File: src/dea_pkg.sv
// shared types and constants for the disk extent allocator
// payload structs, status and opcode codes, controller/datapath interface
// no dependencies
package dea_pkg;

  // opcodes of an input item
  typedef enum logic [1:0] {
    OP_CLEAR     = 2'd0,
    OP_LOAD      = 2'd1,
    OP_CREATE_AT = 2'd2,
    OP_FIRST_FIT = 2'd3
  } op_e;

  // result status codes
  typedef enum logic [2:0] {
    ST_OK      = 3'd0,
    ST_FULL    = 3'd1,
    ST_BOOT    = 3'd2,
    ST_BEYOND  = 3'd3,
    ST_OVERLAP = 3'd4,
    ST_NOSPACE = 3'd5,
    ST_COMPACT = 3'd6
  } status_e;

  // configuration register indexes
  localparam int unsigned CfgIdxW = 1;
  localparam logic [CfgIdxW-1:0] CFG_CYLINDER_COUNT = 1'b0;
  localparam logic [CfgIdxW-1:0] CFG_SECTORS_PER_CYL = 1'b1;

  // restoring divider length (dividend width)
  localparam int unsigned DivBits = 32;

  typedef struct packed {
    logic [1:0]  opcode;
    logic [15:0] start_cylinder;
    logic [15:0] start_sector;
    logic [31:0] sector_count;
  } req_t;

  typedef struct packed {
    logic [2:0]  status;
    logic [15:0] placed_cylinder;
    logic [15:0] placed_sector;
    logic [3:0]  slot;
    logic [3:0]  extent_count;
  } rsp_t;

  // one table entry as stored in the ram
  typedef struct packed {
    logic [15:0] cyl;
    logic [15:0] sec;
    logic [31:0] len;
  } entry_t;

  // controller to datapath commands
  typedef struct packed {
    logic    latch;
    logic    geo;
    logic    start;
    logic    clear;
    logic    mul;
    logic    add;
    logic    endc;
    logic    eval;
    logic    k_inc;
    logic    tail;
    logic    div_init;
    logic    div_step;
    logic    ins_init;
    logic    ins_rd;
    logic    ins_wr_move;
    logic    ins_wr_new;
    logic    set_res;
    status_e res_code;
    logic    out_load;
  } ctl_cmd_t;

  // datapath to controller status
  typedef struct packed {
    op_e  op;
    logic full;
    logic boot;
    logic beyond;
    logic len_zero;
    logic k_end;
    logic ovl;
    logic fit;
    logic tail_fit;
    logic nospace;
    logic div_done;
    logic at_pos;
    logic out_busy;
  } dp_stat_t;

endpackage

File: src/dea_ram.sv
// generic single write, single read ram with registered read data
// no dependencies
module dea_ram #(
  parameter int unsigned Width = 64,
  parameter int unsigned Depth = 8,
  localparam int unsigned AddrW = (Depth > 1) ? $clog2(Depth) : 1
) (
  input  logic                 clk_i,
  input  logic                 we_i,
  input  logic [AddrW-1:0]     waddr_i,
  input  logic [Width-1:0]     wdata_i,
  input  logic [AddrW-1:0]     raddr_i,
  output logic [Width-1:0]     rdata_o
);
  logic [Width-1:0] mem_q [Depth];
  logic [Width-1:0] rdata_q;

  // write port and registered read port
  always_ff @(posedge clk_i) begin
    if (we_i) begin
      mem_q[waddr_i] <= wdata_i;
    end
    rdata_q <= mem_q[raddr_i];
  end

  assign rdata_o = rdata_q;
endmodule

File: src/dea_datapath.sv
// datapath of the disk extent allocator: geometry, extent table, scan, divider
// depends on dea_pkg and dea_ram
module dea_datapath #(
  parameter int unsigned MAX_EXTENTS = 8
) (
  input  logic                         clk_i,
  input  logic                         rst_ni,
  input  logic                         cfg_we_i,
  input  logic [dea_pkg::CfgIdxW-1:0]  cfg_idx_i,
  input  logic [15:0]                  cfg_wdata_i,
  input  dea_pkg::req_t                in_item_i,
  input  logic                         out_stall_i,
  output logic                         out_valid_o,
  output dea_pkg::rsp_t                out_item_o,
  input  dea_pkg::ctl_cmd_t            cmd_i,
  output dea_pkg::dp_stat_t            stat_o
);
  localparam int unsigned AW = (MAX_EXTENTS > 1) ? $clog2(MAX_EXTENTS) : 1;
  localparam int unsigned CW = $clog2(MAX_EXTENTS + 1);
  localparam logic [CW-1:0] MaxCnt = CW'(MAX_EXTENTS);

  logic [15:0]       cc_q, spc_q;
  dea_pkg::req_t     req_q;
  logic [CW-1:0]     count_q, k_q, pos_q;
  logic              pos_set_q, ovl_q;
  logic [31:0]       tot_q, prod_q, prev_q, at_q, ent_len_q, quo_q;
  logic [32:0]       s_q, ds_q, fsum_q;
  logic [33:0]       e_q, de_q;
  logic [15:0]       ent_sec_q;
  logic [16:0]       rem_q;
  logic [5:0]        dcnt_q;
  dea_pkg::status_e  res_status_q;
  logic [15:0]       res_cyl_q, res_sec_q;
  logic [CW-1:0]     res_slot_q;
  dea_pkg::rsp_t     out_q;
  logic              out_valid_q;

  dea_pkg::op_e      op;
  dea_pkg::entry_t   rd_ent, new_ent;
  logic [AW-1:0]     raddr;
  logic              ram_we;
  logic [33:0]       e_now;
  logic [31:0]       dsc, dec, gap, tail;
  logic              fit, tail_fit;
  logic [33:0]       fsum_tail;
  logic [16:0]       div_r;
  logic              div_ge;
  logic [15:0]       mul_a;

  assign op = dea_pkg::op_e'(req_q.opcode);

  // extent table
  assign raddr  = cmd_i.ins_rd ? AW'(k_q - CW'(1)) : AW'(k_q);
  assign ram_we = cmd_i.ins_wr_move | cmd_i.ins_wr_new;
  assign new_ent.cyl = (op == dea_pkg::OP_FIRST_FIT) ? quo_q[15:0] : req_q.start_cylinder;
  assign new_ent.sec = (op == dea_pkg::OP_FIRST_FIT) ? rem_q[15:0] : req_q.start_sector;
  assign new_ent.len = req_q.sector_count;

  dea_ram #(
    .Width ($bits(dea_pkg::entry_t)),
    .Depth (MAX_EXTENTS)
  ) u_table (
    .clk_i   (clk_i),
    .we_i    (ram_we),
    .waddr_i (AW'(k_q)),
    .wdata_i (cmd_i.ins_wr_new ? new_ent : rd_ent),
    .raddr_i (raddr),
    .rdata_o (rd_ent)
  );

  // comparisons used by the checks and the scan
  assign e_now = {1'b0, s_q} + {2'b0, req_q.sector_count};
  assign dsc = (ds_q > {1'b0, tot_q}) ? tot_q : ds_q[31:0];
  assign dec = (de_q > {2'b0, tot_q}) ? tot_q : de_q[31:0];
  assign gap = (dsc > prev_q) ? (dsc - prev_q) : 32'd0;
  assign fit = gap >= req_q.sector_count;
  assign tail = (tot_q > prev_q) ? (tot_q - prev_q) : 32'd0;
  assign tail_fit = tail >= req_q.sector_count;
  assign fsum_tail = {1'b0, fsum_q} + {2'b0, tail};

  // one restoring divider step
  assign div_r  = {rem_q[15:0], quo_q[31]};
  assign div_ge = div_r >= {1'b0, spc_q};

  assign mul_a = cmd_i.geo ? req_q.start_cylinder : rd_ent.cyl;

  // status toward the controller
  always_comb begin
    stat_o.op       = op;
    stat_o.full     = count_q >= MaxCnt;
    stat_o.boot     = (req_q.start_cylinder == 16'd0) && (req_q.start_sector == 16'd0);
    stat_o.len_zero = req_q.sector_count == 32'd0;
    stat_o.beyond   = (req_q.sector_count == 32'd0) || (e_now > {2'b0, tot_q});
    stat_o.k_end    = k_q == count_q;
    stat_o.ovl      = ovl_q;
    stat_o.fit      = fit;
    stat_o.tail_fit = tail_fit;
    stat_o.nospace  = fsum_tail < {2'b0, req_q.sector_count};
    stat_o.div_done = dcnt_q == 6'd0;
    stat_o.at_pos   = k_q == pos_q;
    stat_o.out_busy = out_valid_q && out_stall_i;
  end

  // configuration registers, fill count, output valid
  always_ff @(posedge clk_i or negedge rst_ni) begin
    if (!rst_ni) begin
      cc_q        <= 16'd1;
      spc_q       <= 16'd1;
      count_q     <= '0;
      out_valid_q <= 1'b0;
    end else begin
      if (cfg_we_i) begin
        unique case (cfg_idx_i)
          dea_pkg::CFG_CYLINDER_COUNT:  cc_q  <= cfg_wdata_i;
          dea_pkg::CFG_SECTORS_PER_CYL: spc_q <= cfg_wdata_i;
          default: ;
        endcase
      end
      if (cmd_i.clear) begin
        count_q <= '0;
      end else if (cmd_i.ins_wr_new) begin
        count_q <= count_q + CW'(1);
      end
      if (cmd_i.out_load) begin
        out_valid_q <= 1'b1;
      end else if (!out_stall_i) begin
        out_valid_q <= 1'b0;
      end
    end
  end

  // payload and working registers
  always_ff @(posedge clk_i) begin
    if (cmd_i.latch) begin
      req_q <= in_item_i;
    end
    // geometry and start address
    if (cmd_i.geo) begin
      tot_q <= cc_q * spc_q;
    end
    if (cmd_i.geo || cmd_i.mul) begin
      prod_q <= mul_a * spc_q;
    end
    if (cmd_i.mul) begin
      ent_sec_q <= rd_ent.sec;
      ent_len_q <= rd_ent.len;
    end
    e_q <= e_now;
    if (cmd_i.start) begin
      s_q       <= {1'b0, prod_q} + {17'd0, req_q.start_sector};
      k_q       <= '0;
      pos_q     <= count_q;
      pos_set_q <= 1'b0;
      ovl_q     <= 1'b0;
      prev_q    <= 32'd1;
      fsum_q    <= '0;
    end
    // per entry bounds
    if (cmd_i.add) begin
      ds_q <= {1'b0, prod_q} + {17'd0, ent_sec_q};
    end
    if (cmd_i.endc) begin
      de_q <= {1'b0, ds_q} + {2'b0, ent_len_q};
    end
    // overlap and insertion point, or gap test
    if (cmd_i.eval) begin
      if (op == dea_pkg::OP_CREATE_AT) begin
        if ((s_q < de_q) && ({1'b0, ds_q} < e_q)) begin
          ovl_q <= 1'b1;
        end
        if ((ds_q > s_q) && !pos_set_q) begin
          pos_q     <= k_q;
          pos_set_q <= 1'b1;
        end
      end else if (fit) begin
        at_q  <= prev_q;
        pos_q <= k_q;
      end else begin
        fsum_q <= fsum_q + {1'b0, gap};
        if (dec > prev_q) begin
          prev_q <= dec;
        end
      end
    end
    if (cmd_i.k_inc) begin
      k_q <= k_q + CW'(1);
    end
    if (cmd_i.tail && tail_fit) begin
      at_q <= prev_q;
    end
    // linear address back to cylinder and sector
    if (cmd_i.div_init) begin
      quo_q  <= at_q;
      rem_q  <= '0;
      dcnt_q <= 6'(dea_pkg::DivBits);
    end else if (cmd_i.div_step) begin
      quo_q  <= {quo_q[30:0], div_ge};
      rem_q  <= div_ge ? (div_r - {1'b0, spc_q}) : div_r;
      dcnt_q <= dcnt_q - 6'd1;
    end
    // insertion shift runs from the end of the table down
    if (cmd_i.ins_init) begin
      k_q <= count_q;
    end else if (cmd_i.ins_wr_move) begin
      k_q <= k_q - CW'(1);
    end
    // result
    if (cmd_i.set_res) begin
      res_status_q <= cmd_i.res_code;
      res_cyl_q    <= '0;
      res_sec_q    <= '0;
      res_slot_q   <= '0;
    end else if (cmd_i.ins_wr_new) begin
      res_status_q <= dea_pkg::ST_OK;
      res_cyl_q    <= new_ent.cyl;
      res_sec_q    <= new_ent.sec;
      res_slot_q   <= k_q;
    end
    if (cmd_i.out_load) begin
      out_q.status          <= res_status_q;
      out_q.placed_cylinder <= res_cyl_q;
      out_q.placed_sector   <= res_sec_q;
      out_q.slot            <= 4'(res_slot_q);
      out_q.extent_count    <= 4'(count_q);
    end
  end

  assign out_valid_o = out_valid_q;
  assign out_item_o  = out_q;
endmodule

File: src/dea_ctrl.sv
// controller state machine of the disk extent allocator
// depends on dea_pkg
module dea_ctrl (
  input  logic               clk_i,
  input  logic               rst_ni,
  input  logic               in_valid_i,
  output logic               in_stall_o,
  input  dea_pkg::dp_stat_t  stat_i,
  output dea_pkg::ctl_cmd_t  cmd_o
);
  localparam logic [3:0] S_IDLE  = 4'd0;
  localparam logic [3:0] S_GEO   = 4'd1;
  localparam logic [3:0] S_START = 4'd2;
  localparam logic [3:0] S_CHECK = 4'd3;
  localparam logic [3:0] S_RD    = 4'd4;
  localparam logic [3:0] S_MUL   = 4'd5;
  localparam logic [3:0] S_ADD   = 4'd6;
  localparam logic [3:0] S_ENDA  = 4'd7;
  localparam logic [3:0] S_EVAL  = 4'd8;
  localparam logic [3:0] S_TAIL  = 4'd9;
  localparam logic [3:0] S_DIVS  = 4'd10;
  localparam logic [3:0] S_DIV   = 4'd11;
  localparam logic [3:0] S_INS   = 4'd12;
  localparam logic [3:0] S_MOVE  = 4'd13;
  localparam logic [3:0] S_DONE  = 4'd14;

  logic [3:0] state_q, state_d;

  always_ff @(posedge clk_i or negedge rst_ni) begin
    if (!rst_ni) begin
      state_q <= S_IDLE;
    end else begin
      state_q <= state_d;
    end
  end

  assign in_stall_o = state_q != S_IDLE;

  // next state and commands
  always_comb begin
    state_d = state_q;
    cmd_o   = '0;
    cmd_o.res_code = dea_pkg::ST_OK;
    unique case (state_q)
      S_IDLE: begin
        if (in_valid_i) begin
          cmd_o.latch = 1'b1;
          state_d     = S_GEO;
        end
      end
      S_GEO: begin
        cmd_o.geo = 1'b1;
        state_d   = S_START;
      end
      S_START: begin
        cmd_o.start = 1'b1;
        state_d     = S_CHECK;
      end
      // decode the item and run the up-front checks
      S_CHECK: begin
        state_d       = S_DONE;
        cmd_o.set_res = 1'b1;
        unique case (stat_i.op)
          dea_pkg::OP_CLEAR: begin
            cmd_o.clear = 1'b1;
          end
          dea_pkg::OP_LOAD: begin
            if (stat_i.full) begin
              cmd_o.res_code = dea_pkg::ST_FULL;
            end else begin
              cmd_o.set_res  = 1'b0;
              cmd_o.ins_init = 1'b1;
              state_d        = S_INS;
            end
          end
          dea_pkg::OP_CREATE_AT: begin
            if (stat_i.full) begin
              cmd_o.res_code = dea_pkg::ST_FULL;
            end else if (stat_i.boot) begin
              cmd_o.res_code = dea_pkg::ST_BOOT;
            end else if (stat_i.beyond) begin
              cmd_o.res_code = dea_pkg::ST_BEYOND;
            end else begin
              cmd_o.set_res = 1'b0;
              state_d       = S_RD;
            end
          end
          dea_pkg::OP_FIRST_FIT: begin
            if (stat_i.full) begin
              cmd_o.res_code = dea_pkg::ST_FULL;
            end else if (stat_i.len_zero) begin
              cmd_o.res_code = dea_pkg::ST_BEYOND;
            end else begin
              cmd_o.set_res = 1'b0;
              state_d       = S_RD;
            end
          end
        endcase
      end
      // table scan, one entry per pass
      S_RD: begin
        if (!stat_i.k_end) begin
          state_d = S_MUL;
        end else if (stat_i.op == dea_pkg::OP_CREATE_AT) begin
          if (stat_i.ovl) begin
            cmd_o.set_res  = 1'b1;
            cmd_o.res_code = dea_pkg::ST_OVERLAP;
            state_d        = S_DONE;
          end else begin
            cmd_o.ins_init = 1'b1;
            state_d        = S_INS;
          end
        end else begin
          state_d = S_TAIL;
        end
      end
      S_MUL: begin
        cmd_o.mul = 1'b1;
        state_d   = S_ADD;
      end
      S_ADD: begin
        cmd_o.add = 1'b1;
        state_d   = S_ENDA;
      end
      S_ENDA: begin
        cmd_o.endc = 1'b1;
        state_d    = S_EVAL;
      end
      S_EVAL: begin
        cmd_o.eval = 1'b1;
        if ((stat_i.op == dea_pkg::OP_FIRST_FIT) && stat_i.fit) begin
          state_d = S_DIVS;
        end else begin
          cmd_o.k_inc = 1'b1;
          state_d     = S_RD;
        end
      end
      // free space behind the last extent
      S_TAIL: begin
        cmd_o.tail = 1'b1;
        if (stat_i.tail_fit) begin
          state_d = S_DIVS;
        end else begin
          cmd_o.set_res  = 1'b1;
          cmd_o.res_code = stat_i.nospace ? dea_pkg::ST_NOSPACE : dea_pkg::ST_COMPACT;
          state_d        = S_DONE;
        end
      end
      S_DIVS: begin
        cmd_o.div_init = 1'b1;
        state_d        = S_DIV;
      end
      S_DIV: begin
        if (stat_i.div_done) begin
          cmd_o.ins_init = 1'b1;
          state_d        = S_INS;
        end else begin
          cmd_o.div_step = 1'b1;
        end
      end
      // move entries up one slot, then write the new one
      S_INS: begin
        if (stat_i.at_pos) begin
          cmd_o.ins_wr_new = 1'b1;
          state_d          = S_DONE;
        end else begin
          cmd_o.ins_rd = 1'b1;
          state_d      = S_MOVE;
        end
      end
      S_MOVE: begin
        cmd_o.ins_wr_move = 1'b1;
        state_d           = S_INS;
      end
      S_DONE: begin
        if (!stat_i.out_busy) begin
          cmd_o.out_load = 1'b1;
          state_d        = S_IDLE;
        end
      end
      default: begin
        state_d = S_IDLE;
      end
    endcase
  end
endmodule

File: src/disk_extent_allocator.sv
// per item: clear and failed checks go straight to the result, a load inserts at the end; a scan
// reads each entry, first fit then checks the tail and divides, inserts move entries up one by one
// one item at a time; the next is taken after the previous result is registered, back in idle
// reset: asynchronous active low; table empty, geometry 1 x 1; table ram is not cleared
// top level of the disk extent allocator: controller plus datapath
// depends on dea_pkg, dea_ctrl, dea_datapath
module disk_extent_allocator #(
  parameter int unsigned MAX_EXTENTS = 8
) (
  input  logic                         clk_i,
  input  logic                         rst_ni,
  input  logic                         cfg_we_i,
  input  logic [dea_pkg::CfgIdxW-1:0]  cfg_idx_i,
  input  logic [15:0]                  cfg_wdata_i,
  input  logic                         in_valid_i,
  output logic                         in_stall_o,
  input  dea_pkg::req_t                in_item_i,
  output logic                         out_valid_o,
  input  logic                         out_stall_i,
  output dea_pkg::rsp_t                out_item_o
);
  dea_pkg::ctl_cmd_t cmd;
  dea_pkg::dp_stat_t stat;

  dea_ctrl u_ctrl (
    .clk_i      (clk_i),
    .rst_ni     (rst_ni),
    .in_valid_i (in_valid_i),
    .in_stall_o (in_stall_o),
    .stat_i     (stat),
    .cmd_o      (cmd)
  );

  dea_datapath #(
    .MAX_EXTENTS (MAX_EXTENTS)
  ) u_dp (
    .clk_i       (clk_i),
    .rst_ni      (rst_ni),
    .cfg_we_i    (cfg_we_i),
    .cfg_idx_i   (cfg_idx_i),
    .cfg_wdata_i (cfg_wdata_i),
    .in_item_i   (in_item_i),
    .out_stall_i (out_stall_i),
    .out_valid_o (out_valid_o),
    .out_item_o  (out_item_o),
    .cmd_i       (cmd),
    .stat_o      (stat)
  );
endmodule

File: config.mk
export PLATFORM = sky130hd
export DESIGN_NAME = disk_extent_allocator
export DESIGN_NICKNAME = d
export VERILOG_FILES = /design/src/dea_pkg.sv /design/src/dea_ram.sv /design/src/dea_datapath.sv /design/src/dea_ctrl.sv /design/src/disk_extent_allocator.sv
export SDC_FILE = /design/constraint.sdc
export NUM_CORES = 2
export LEC_CHECK = 0
export BUFFER_PORTS_ARGS = -buffer_cell sky130_fd_sc_hd__buf_2
export CORE_MARGIN = 10
export CORE_UTILIZATION = 35
export CTS_CLUSTER_DIAMETER = 120
export DETAILED_ROUTE_END_ITERATION = 10
export GPL_ROUTABILITY_DRIVEN = 0
export GPL_TIMING_DRIVEN = 0
export SYNTH_ARGS = -nofsm -noshare
export SYNTH_HDL_FRONTEND = slang
export SYNTH_SLANG_ARGS = --single-unit
File: constraint.sdc
create_clock -name clk_i -period 10.9 [get_ports clk_i]
set_input_delay 0.545 -clock clk_i [delete_from_list [all_inputs] [get_ports clk_i]]
set_output_delay 0.545 -clock clk_i [all_outputs]
set_load 0.01 [all_outputs]
==> summary.md <==
| Metric | Value |
|---|---|
| Multi-input logic area | 42030 µm² |
| Most common cell after layout, fill and taps aside | edfxtp_1 |
| Hold slack | 52.25 ps |
| Async S/R FF share, synth | 3.498% |
| Final setup violation count | 0 |
| I/O Buffers | 132 |
| Metal3 WL | 18.79 mm |
| Worst min path class | primary input to flip-flop |
| Reg clk slew, reported paths | 60 ps |
| R2R setup slack | 430 ps |
| Reg2reg end | u_dp.fsum_q[28]$_DFF_P_ |
| Largest family of logic cells by synthesized area | adder cells |
| Max-slew headroom | 14.22% |
| Root buf cell | clkbuf_16 |
| Vias in the first global route | 56350 |
| First-pass GRT wire length | 364.2 mm |
| Finished Cell Area | 88550 µm² |
| Top layer in use | met5 |
| Setup CP Type | flip-flop to flip-flop |
| CTS tree | done |
| Post-synth EDFFs | 904 |
| Outcome | finished, final reports clean |
| Mux cell area share after synthesis | 7.504% |
| Final period util | 96.08% |
| Syn_area_per_cell | 11.30 µm² |
| Wire per inst | 23.95 µm |
| Clock buffer depth | 3 |
| Initial antenna violation count | 13 |
| Seq cells post-synth | 1172 |
| Leak | 37.62 nW |
| Nets@finish | 8556 |
| Proportion of layout cells with a drive suffix above 1 | 10.25% |
| Worst setup path endpoint | u_dp.fsum_q[28]$_DFF_P_ |
| Post-DP HPWL | 195.5 mm |
| DIE WIDTH | 493.1 µm |
| WL met1 | 105.0 mm |
| Post-DRT Antenna Nets | 0 |
| Final hold violations | 0 |
| Cell count after synthesis | 6930 |
| Die ar. | 243100 µm² |
| Final Non-Filler Cells | 10380 |
| Fillers | 21230 |
| DIE HEIGHT | 493.1 µm |
| Post-Synth Simple-Gate Area | 10.55% |
| Most frequent cells in the layout | 904 x edfxtp_1, 772 x ha_1, 761 x inv_1, 637 x nand2_1, 397 x fa_1 |
| CP Buf/Inv Count | 5 |
| Worst hold start | cfg_wdata_i[2] |
| Vias per cell | 5.378 |
| CTS Buf Count | 118 |
| CP endpoint kind | flip-flop |
| Worst vdd ir | 0.7231 mV |
| CP startpoint | u_dp.tot_q[1]$_DFFE_PP_ |
| Xor and xnor area share after synthesis | 3.265% |
| Drt pass-1 iters | 6 |
| Synth Net Count | 8187 |
| Arrival time worst endpoint | 11100 ps |
| Synth Area in Compound Gates | 9.664% |
| Sequential cell area | 32720 µm² |
| Most frequent CP cell | a21o_1 |
| Slowest stage cell, crit path | edfxtp_1 |
| Inst Count DP | 10080 |
| Register area share after synthesis | 41.77% |
| Final Util | 39.79% |
| Tightest Pin Transition | 1287 ps |
| Synth Warn # | 0 |
| CP delay by family, top | compound AO/OA/AOI/OAI gates |
| Congestion Overflow GR | 0 |
| Main synth FF type | edfxtp_1 |
| Skew-Pair Late Insertion Delay | 800 ps |
| Row Count | 173 |
| CP max FO | 10 |
| H-tree depth | 3 |
| Vias | 55840 |
| Area Growth Syn to Fin | 13.04% |
| Post-DP Area | 83630 µm² |
| TritonCTS Sinks | 1172 |
| DR iter-0 viols | 5048 |
| R2R cell count | 42 |
| Pwr Total | 0.02595 W |
| Synth unique cells | 93 |
| Worst setup SP type | flip-flop |
| Max Fclk | 95.49 MHz |
| PwrDens | 293.0 nW/µm² |
| Worst Hold Path Cells | 2 |
| Synth Area in Adders | 22.49% |
| Routed wire length on met2 | 110.3 mm |
| Max-slew violation count | 0 |
| I/O pin count | 133 |
| Post-Route WL | 248.7 mm |
| CP peak stage delay | 590 ps |
| Post-Syn Area | 78330 µm² |
| Max Cap Viol | 0 |
| Core area | 222500 µm² |
| Largest net degree at the start of global routing | 42 |
| Worst path required time | 11520 ps |
| Min cycle time layout | 10470 ps |
| FF-to-FF Start | u_dp.tot_q[1]$_DFFE_PP_ |
| Gr usage total | 19.82% |
| DR DRC count | 0 |
| Worst Clk Skew | 70.80 ps |
| Starting density of the core | 35.20% |
| Levels on crit path | 42 |
==> repair_timing <==
item                                    4_1_cts  5_1_grt
hold buffers                                 67        0
pin swaps                                     1        2
buffers inserted                              0        4
endpoints found under the hold margin       102        0
endpoints found under the setup margin       65       99
resized for setup                             1        6
==> worst reg2reg max path, delay by kind of cell (launching register included) <==
kind | cells | cell delay [ps]
muxes | 1 | 260
and+or+nand+nor | 10 | 1470
buffers and inverters | 5 | 1610
AOI/OAI and AO/OA | 22 | 5390
DFF | 1 | 590
xor gates and xnor gates | 1 | 100
adders and majority gates | 3 | 940
==> flip-flops by register name (all words and copies together), names as in the netlist, 32 cells and up <==
register	count
u_dp.prod_q	32
u_dp.new_ent	32
u_dp.e_q	34
u_dp.prev_q	32
u_dp.tot_q	32
u_dp.req_q	32
u_dp.at_q	32
u_dp.u_table.mem_q	512
u_dp.fsum_q	33
u_dp.ds_q	33
u_dp.out_item_o	43
u_dp.ent_len_q	32
u_dp.de_q	34
u_dp.s_q	33
u_dp.quo_q	32
u_dp.u_table.rdata_o	64
==> cell usage after synthesis (all sizes together) (11+ instances only) <==
| cell type | n | area, µm² |
|---|---|---|
| edfxtp | 904 | 27150 |
| ha | 772 | 9659 |
| inv | 762 | 2860 |
| nand2 | 637 | 2391 |
| fa | 397 | 7948 |
| nor2 | 355 | 1333 |
| a21oi | 312 | 1573 |
| o21ai | 254 | 1271 |
| a21o | 241 | 1809 |
| dfxtp | 227 | 4544 |
| mux2 | 207 | 2335 |
| xnor2 | 199 | 1743 |
| clkbuf | 180 | 675.7 |
| and2 | 178 | 1114 |
| mux4 | 128 | 2883 |
| nand3 | 115 | 588.1 |
| nor3 | 99 | 500.5 |
| xor2 | 93 | 814.5 |
| nand4 | 91 | 569.3 |
| o21a | 90 | 675.7 |
| nand2b | 72 | 450.4 |
| mux2i | 66 | 660.6 |
| nor2b | 66 | 412.9 |
| dfrtp | 39 | 975.9 |
| buf | 38 | 186.4 |
| and3 | 36 | 225.2 |
| o21bai | 34 | 255.2 |
| nor4 | 33 | 206.5 |
| a211oi | 25 | 187.7 |
| a21boi | 23 | 172.7 |
| a31oi | 21 | 131.4 |
| or3 | 19 | 118.9 |
| o211ai | 18 | 135.1 |
| a211o | 15 | 140.1 |
| o2111ai | 14 | 122.6 |
| a2111oi | 12 | 111.4 |
| o31ai | 12 | 95.09 |
| or2 | 11 | 68.82 |
==> how the worst min path moves through the flow <==
stage | end | slack (ps)
global placement | u_dp.ent_len_q[2]$_DFFE_PP_ | 410
CTS | u_dp.cc_q[2]$_DFFE_PN0P_ | 4
detailed placement | u_dp.out_item_o[37]$_DFFE_PP_ | 410
finish | u_dp.cc_q[2]$_DFFE_PN0P_ | 50
floorplan | u_ctrl.state_q[0]$_DFFE_PN0P_ | 250
global route | u_dp.cc_q[2]$_DFFE_PN0P_ | 50
==> report_power, final <==
part           internal [W]  switching, W
sequential          0.00575      0.000408
combinational       0.00634       0.00912
clock               0.00247       0.00186
==> cells by family (layout without fill, tap and decap cells) <==
family | Yosys count | count (layout)
AO/OA/AOI/OAI | 1167 | 1167
XOR/XNOR | 292 | 292
adder cells (fa/ha/maj) | 1170 | 1170
buffers and inverters | 981 | 1455
flip-flops | 1172 | 1172
multiplexers | 401 | 401
other | 0 | 4
AND/OR/NAND/NOR | 1747 | 1747
==> metal layers <==
metal,vias up,global-route usage (%)
li1,25290,-
met1,27810,26.41
met2,2226,31.13
met3,516,3.379
met4,2,9.893
met5,-,0
==> final cells by class <==
type / instances / area share [%]
Clock buffer: 150 / 3.586
Timing Repair Buffer: 250 / 2.461
Antenna cell: 4 / 0.01130
Buffer: 217 / 0.9750
Tap cell: 2975 / 4.204
Inverter: 763 / 3.234
Clock inverter: 75 / 1.115
Sequential cell: 1172 / 36.95
Multi-Input combinational cell: 4777 / 47.46
==> metrics by stage <==
stage / TNS, ps / worst slack [ps]
2_1_floorplan: 0 / 1587
3_3_place_gp: -475300 / -3040
3_5_place_dp: -7810 / -240.7
4_1_cts: 0 / 42.79
5_1_grt: -95.80 / -19.94
6_report: 0 / 427.7
No activity file was read; power rests on OpenSTA's default activity.
